`src/rtl/ifd_pkg.sv`:
```
// shared types and constants of the filter with derivative output
package ifd_pkg;

    localparam int CH_W       = 5;
    localparam int SAMPLE_W   = 24;
    localparam int COEF_W     = 24;
    localparam int SRATE_W    = 16;
    localparam int RATE_W     = 40;
    localparam int PROD_W     = SAMPLE_W + COEF_W;
    localparam int ACC_W      = 52;
    localparam int FRAC_W     = 22;
    localparam int MID_W      = ACC_W - FRAC_W;
    localparam int SCL_W      = MID_W + COEF_W;
    localparam int YW_W       = SCL_W - FRAC_W;
    localparam int DY_W       = SAMPLE_W + 1;
    localparam int RPROD_W    = DY_W + SRATE_W + 1;
    localparam int CFG_IDX_W  = 3;
    localparam int CFG_DATA_W = 24;
    localparam int TAP_W      = 3;

    localparam int IN_TDATA_W  = 32;
    localparam int OUT_TDATA_W = 72;

    localparam logic [CFG_IDX_W-1:0] CFG_B0    = 3'd0;
    localparam logic [CFG_IDX_W-1:0] CFG_B1    = 3'd1;
    localparam logic [CFG_IDX_W-1:0] CFG_B2    = 3'd2;
    localparam logic [CFG_IDX_W-1:0] CFG_A1    = 3'd3;
    localparam logic [CFG_IDX_W-1:0] CFG_A2    = 3'd4;
    localparam logic [CFG_IDX_W-1:0] CFG_RECIP = 3'd5;
    localparam logic [CFG_IDX_W-1:0] CFG_SRATE = 3'd6;

    localparam logic [TAP_W-1:0] TAP_B0 = 3'd0;
    localparam logic [TAP_W-1:0] TAP_B1 = 3'd1;
    localparam logic [TAP_W-1:0] TAP_B2 = 3'd2;
    localparam logic [TAP_W-1:0] TAP_A1 = 3'd3;
    localparam logic [TAP_W-1:0] TAP_A2 = 3'd4;

    localparam logic signed [COEF_W-1:0] COEF_ONE   = 24'sd4194304;
    localparam logic [SRATE_W-1:0]       SRATE_INIT = 16'd1000;
    localparam logic [ACC_W-1:0]         RND_HALF   = 52'd2097152;

    localparam logic signed [YW_W-1:0]    Y_MAX = 32'sd8388607;
    localparam logic signed [YW_W-1:0]    Y_MIN = -32'sd8388608;
    localparam logic signed [RPROD_W-1:0] R_MAX = 42'sd549755813887;
    localparam logic signed [RPROD_W-1:0] R_MIN = -42'sd549755813888;

    typedef struct packed {
        logic signed [SAMPLE_W-1:0] x1;
        logic signed [SAMPLE_W-1:0] x2;
        logic signed [SAMPLE_W-1:0] y1;
        logic signed [SAMPLE_W-1:0] y2;
    } t_hist;

endpackage

```
`src/rtl/ifd_hist_mem.sv`:
```
// per-channel history memory with valid bits, unwritten entries read as zero
module ifd_hist_mem #(
    parameter int DEPTH = 32,
    parameter int AW    = 5
) (
    input  logic              i_clk,
    input  logic              i_rst_n,
    input  logic              i_rd_en,
    input  logic [AW-1:0]     i_rd_addr,
    output ifd_pkg::t_hist    o_rd_data,
    input  logic              i_wr_en,
    input  logic [AW-1:0]     i_wr_addr,
    input  ifd_pkg::t_hist    i_wr_data
);

    ifd_pkg::t_hist r_mem [DEPTH];
    ifd_pkg::t_hist r_rd_data;
    logic [DEPTH-1:0] r_vld;
    logic r_rd_vld;

    always_ff @(posedge i_clk) begin
        if (i_wr_en) begin
            r_mem[i_wr_addr] <= i_wr_data;
        end
        if (i_rd_en) begin
            r_rd_data <= r_mem[i_rd_addr];
        end
    end

    always_ff @(posedge i_clk) begin
        if (!i_rst_n) begin
            r_vld    <= '0;
            r_rd_vld <= 1'b0;
        end else begin
            if (i_wr_en) begin
                r_vld[i_wr_addr] <= 1'b1;
            end
            if (i_rd_en) begin
                r_rd_vld <= r_vld[i_rd_addr];
            end
        end
    end

    assign o_rd_data = r_rd_vld ? r_rd_data : '0;

endmodule

```
`config.mk`:
```
export PLATFORM = sky130hd
export DESIGN_NAME = ifd_hist_mem
export DESIGN_NICKNAME = d
export VERILOG_FILES = /design/src/rtl/ifd_pkg.sv /design/src/rtl/ifd_hist_mem.sv
export SDC_FILE = /design/constraint.sdc
export NUM_CORES = 2
export LEC_CHECK = 0
export ABC_AREA = 1
export BUFFER_PORTS_ARGS = -buffer_cell sky130_fd_sc_hd__buf_4
export CAP_MARGIN = 15
export CORE_ASPECT_RATIO = 0.7
export CORE_UTILIZATION = 44
export CTS_CLUSTER_DIAMETER = 120
export DETAILED_ROUTE_END_ITERATION = 6
export HOLD_SLACK_MARGIN = 0.15
export PLACE_DENSITY_LB_ADDON = 0.25
export SLEW_MARGIN = 10
export SYNTH_ARGS = -nofsm -noshare
export SYNTH_HDL_FRONTEND = slang
export SYNTH_SLANG_ARGS = --single-unit
```
`constraint.sdc`:
```
create_clock -name i_clk -period 5.8 [get_ports i_clk]
set_clock_uncertainty 0.2 [all_clocks]
set_input_delay 0.29 -clock i_clk [delete_from_list [all_inputs] [get_ports i_clk]]
set_output_delay 0.29 -clock i_clk [all_outputs]
set_load 0.03 [all_outputs]
```
==> metrics <==
Synth warnings 0; dpl hpwl roughly 170 mm; Crit path required time around 6.4 ns; post-synth cell types 23; Synth Net Count 9878; DRC 0; Gates resized, CTS repair 0; Final Hold Fails 0; PD cells around 340 nW/um^2; XOR/XNOR Fraction of Synth Area 0; total iterations of the first detailed-routing run 6; first-pass GRT wire length 533 mm; MaxCap Viol Count 0; fraction of registers with async set/reset 0; final weighted congestion in routability-driven placement approximately 0.77; Hold Path Class in -> reg; cell count after synthesis slightly below 10000; area delta synth->final 12.7%; Post-Synth Simple-Gate Area 0.115; final worst path period need around 4.5 ns; Cell Area, Synth between 100000 and 150000 sq um; share of the synthesized area in the top cell type 0.758; IO Port Bufs 205; list of most frequent post-synthesis cells edfxtp_1, nand2_1, nor2_1; Mapped Avg Cell Area 12.8 sq um; largest family of logic cells by synthesized area simple AND/OR/NAND/NOR gates; cell area after layout approximately 140000 sq um; Congestion Overflow GR 0; initial antenna violation count 18; setup TNS 0 ns; Vias 81583; cell taking the most area after synthesis edfxtp_1; mux contribution to synthesized area 0; die area approximately 290000 sq um; Initial DRC Count 10358; hold slack approximately 0.19 ns; routed vias/inst between 5 and 6; final setup vio count 0; CTS Buf Count 297; Post-Synth Adder-Cell Area 0; routed wire length between 300 and 400 mm; Max Slew Vio Count 0; Worst VDD drop between 0.2 and 0.3 mV; clock-pin slew on the worst setup and hold paths about 0.060 ns; final std cells w/o fill ~14000; number of flops mapped to enable cells by yosys between 3000 and 4000; CTS tree built; top-count cell post-synth edfxtp_1; Avg WL per Cell 26.6 microns; Final Cycle Share 0.769; Least-Margin Pin Slew roughly 1.2 ns; Slew headroom 0.202; ranking of synthesized cells by area edfxtp_1, o21ai_0, nand2_1; I/O Pins just over 200; Root Buffer clkbuf_16; Lkg Pwr between 0.04 and 0.05 uW; Compound-Gate Fraction of Synth Area 0.0917; Die Wd between 600 and 700 microns; Die Y-Extent 449 microns; DP Cell Count about 13000; sequential-to-total area share from yosys stat 0.763; layout cell share with drive strength beyond 1 0.0775; Max clock buf depth 4; CORE AREA 283000 sq um; CP Class in -> reg; Final #Nets between 9000 and 10000; vias in the first global route about 78000; Hold Crit Start i_wr_data[23]; clk_lat worst skew 0.87 ns; Overall Global Routing Usage 0.251; Critical Path Sink Type flip-flop; Highest Clock Rate 224 MHz; Post-Place Cell Area between 100000 and 150000 sq um; worst r2r src r_mem[30][22]; largest net degree at the start of global routing 228; #FFs+latches synth ~3200; CP arrival between 5 and 6 ns; Rows ~160; startpoint type of the worst setup path input port; outcome complete, no violations; H-tree levels 5; most used flip-flop cell after synthesis edfxtp_1; antenna viol nets, final 0; RSZ-0062 raised after global routing false; initial core utilization 0.444; Worst setup startpoint i_rd_addr[2]; CP Max Fanout about 120; CTS sink count about 3200
## logic make-up after synthesis
| logic type | Yosys count |
|---|---|
| buf+inv | 856 |
| compound gates | 2126 |
| flops | 3201 |
| simple gates | 3585 |
## path summary, 6_finish.rpt
path	to	slack [ns]	cells past startpoint
min	r_mem[8][23]	0.19	2
min reg2reg	r_vld[2]	0.27	2
max reg2reg	r_rd_data[22]	2.72	9
max	r_rd_vld	1.34	13
## through the flow
stage / util / worst slack, ns / total power (uW)
after floorplan: - / 0.350 / 28000
after CTS: 0.500 / 1.41 / 48200
after detailed placement: 0.463 / 2.50 / 29200
after global routing: 0.500 / 1.21 / 49300
after global placement: 0.463 / 2.48 / 29100
final: 0.500 / 1.34 / 48000
## final cells by class
cell class,instances,area (sq um)
Fill cell,24057,141000
Sequential cell,3201,95800
Multi-Input combinational cell,5711,26100
Clock buffer,378,8030
Tap cell,3795,4750
Timing Repair Buffer,466,4740
Clock inverter,146,1300
Inverter,176,707
Antenna cell,7,17.5
## where the power goes
part | switching [uW] | internal, uW
registers | 124 | 25800
logic | 2100 | 772
clock network | 8380 | 10900
## sequential cells by signal (all words and copies together) (netlist names)
signal     count
r_vld         32
r_rd_vld       1
r_rd_data     96
r_mem       3072
## metal layers
layer,track usage,vias to the layer above,part of all wire
met2,0.395,4267,0.46
met3,0.0347,596,0.094
met1,0.367,40960,0.42
met4,0.0641,6,0.026
li1,-,35754,-
met5,0,-,0.00011
## worst max-delay path, cell delays in order
cell           delay (ns)
dlygate4sd3_1        0.58
buf_8                0.31
inv_8                0.81
buf_12               0.68
nand3_1              0.17
nand3_1              0.13
nand3_1              0.07
dlygate4sd3_1        0.58
nand3_1              0.06
dlygate4sd3_1        0.56
nand2_1              0.04
dlygate4sd3_1        0.56
inv_1                0.06
## cells in the final DEF (no fill, tap or decap), types with 7 or more instances in the layout
cell type | Yosys | final
dlygate4sd3_1 | 0 | 113
nor2_1 | 1418 | 1386
dfxtp_1 | 33 | 32
nand2_1 | 1423 | 1423
nand3_1 | 732 | 732
o22ai_1 | 624 | 624
buf_12 | 1 | 73
diode_2 | 0 | 7
nor2_4 | 0 | 32
o31ai_1 | 36 | 36
o21ai_0 | 1253 | 1253
clkbuf_16 | 0 | 309
clkbuf_1 | 382 | 64
nor3_1 | 12 | 12
a21oi_1 | 127 | 127
o21ai_1 | 86 | 86
edfxtp_1 | 3168 | 3168
clkinv_2 | 0 | 41
clkinv_1 | 2 | 70
bufinv_16 | 0 | 24
buf_4 | 41 | 274
inv_1 | 171 | 171
## repair_timing
action / CTS / global route
buffers inserted: 0 / 0
hold buffers: 113 / 0
setup endpoints to repair: 0 / 0
hold endpoints to repair: 3342 / 0
Power figures use the tool's default switching activity.
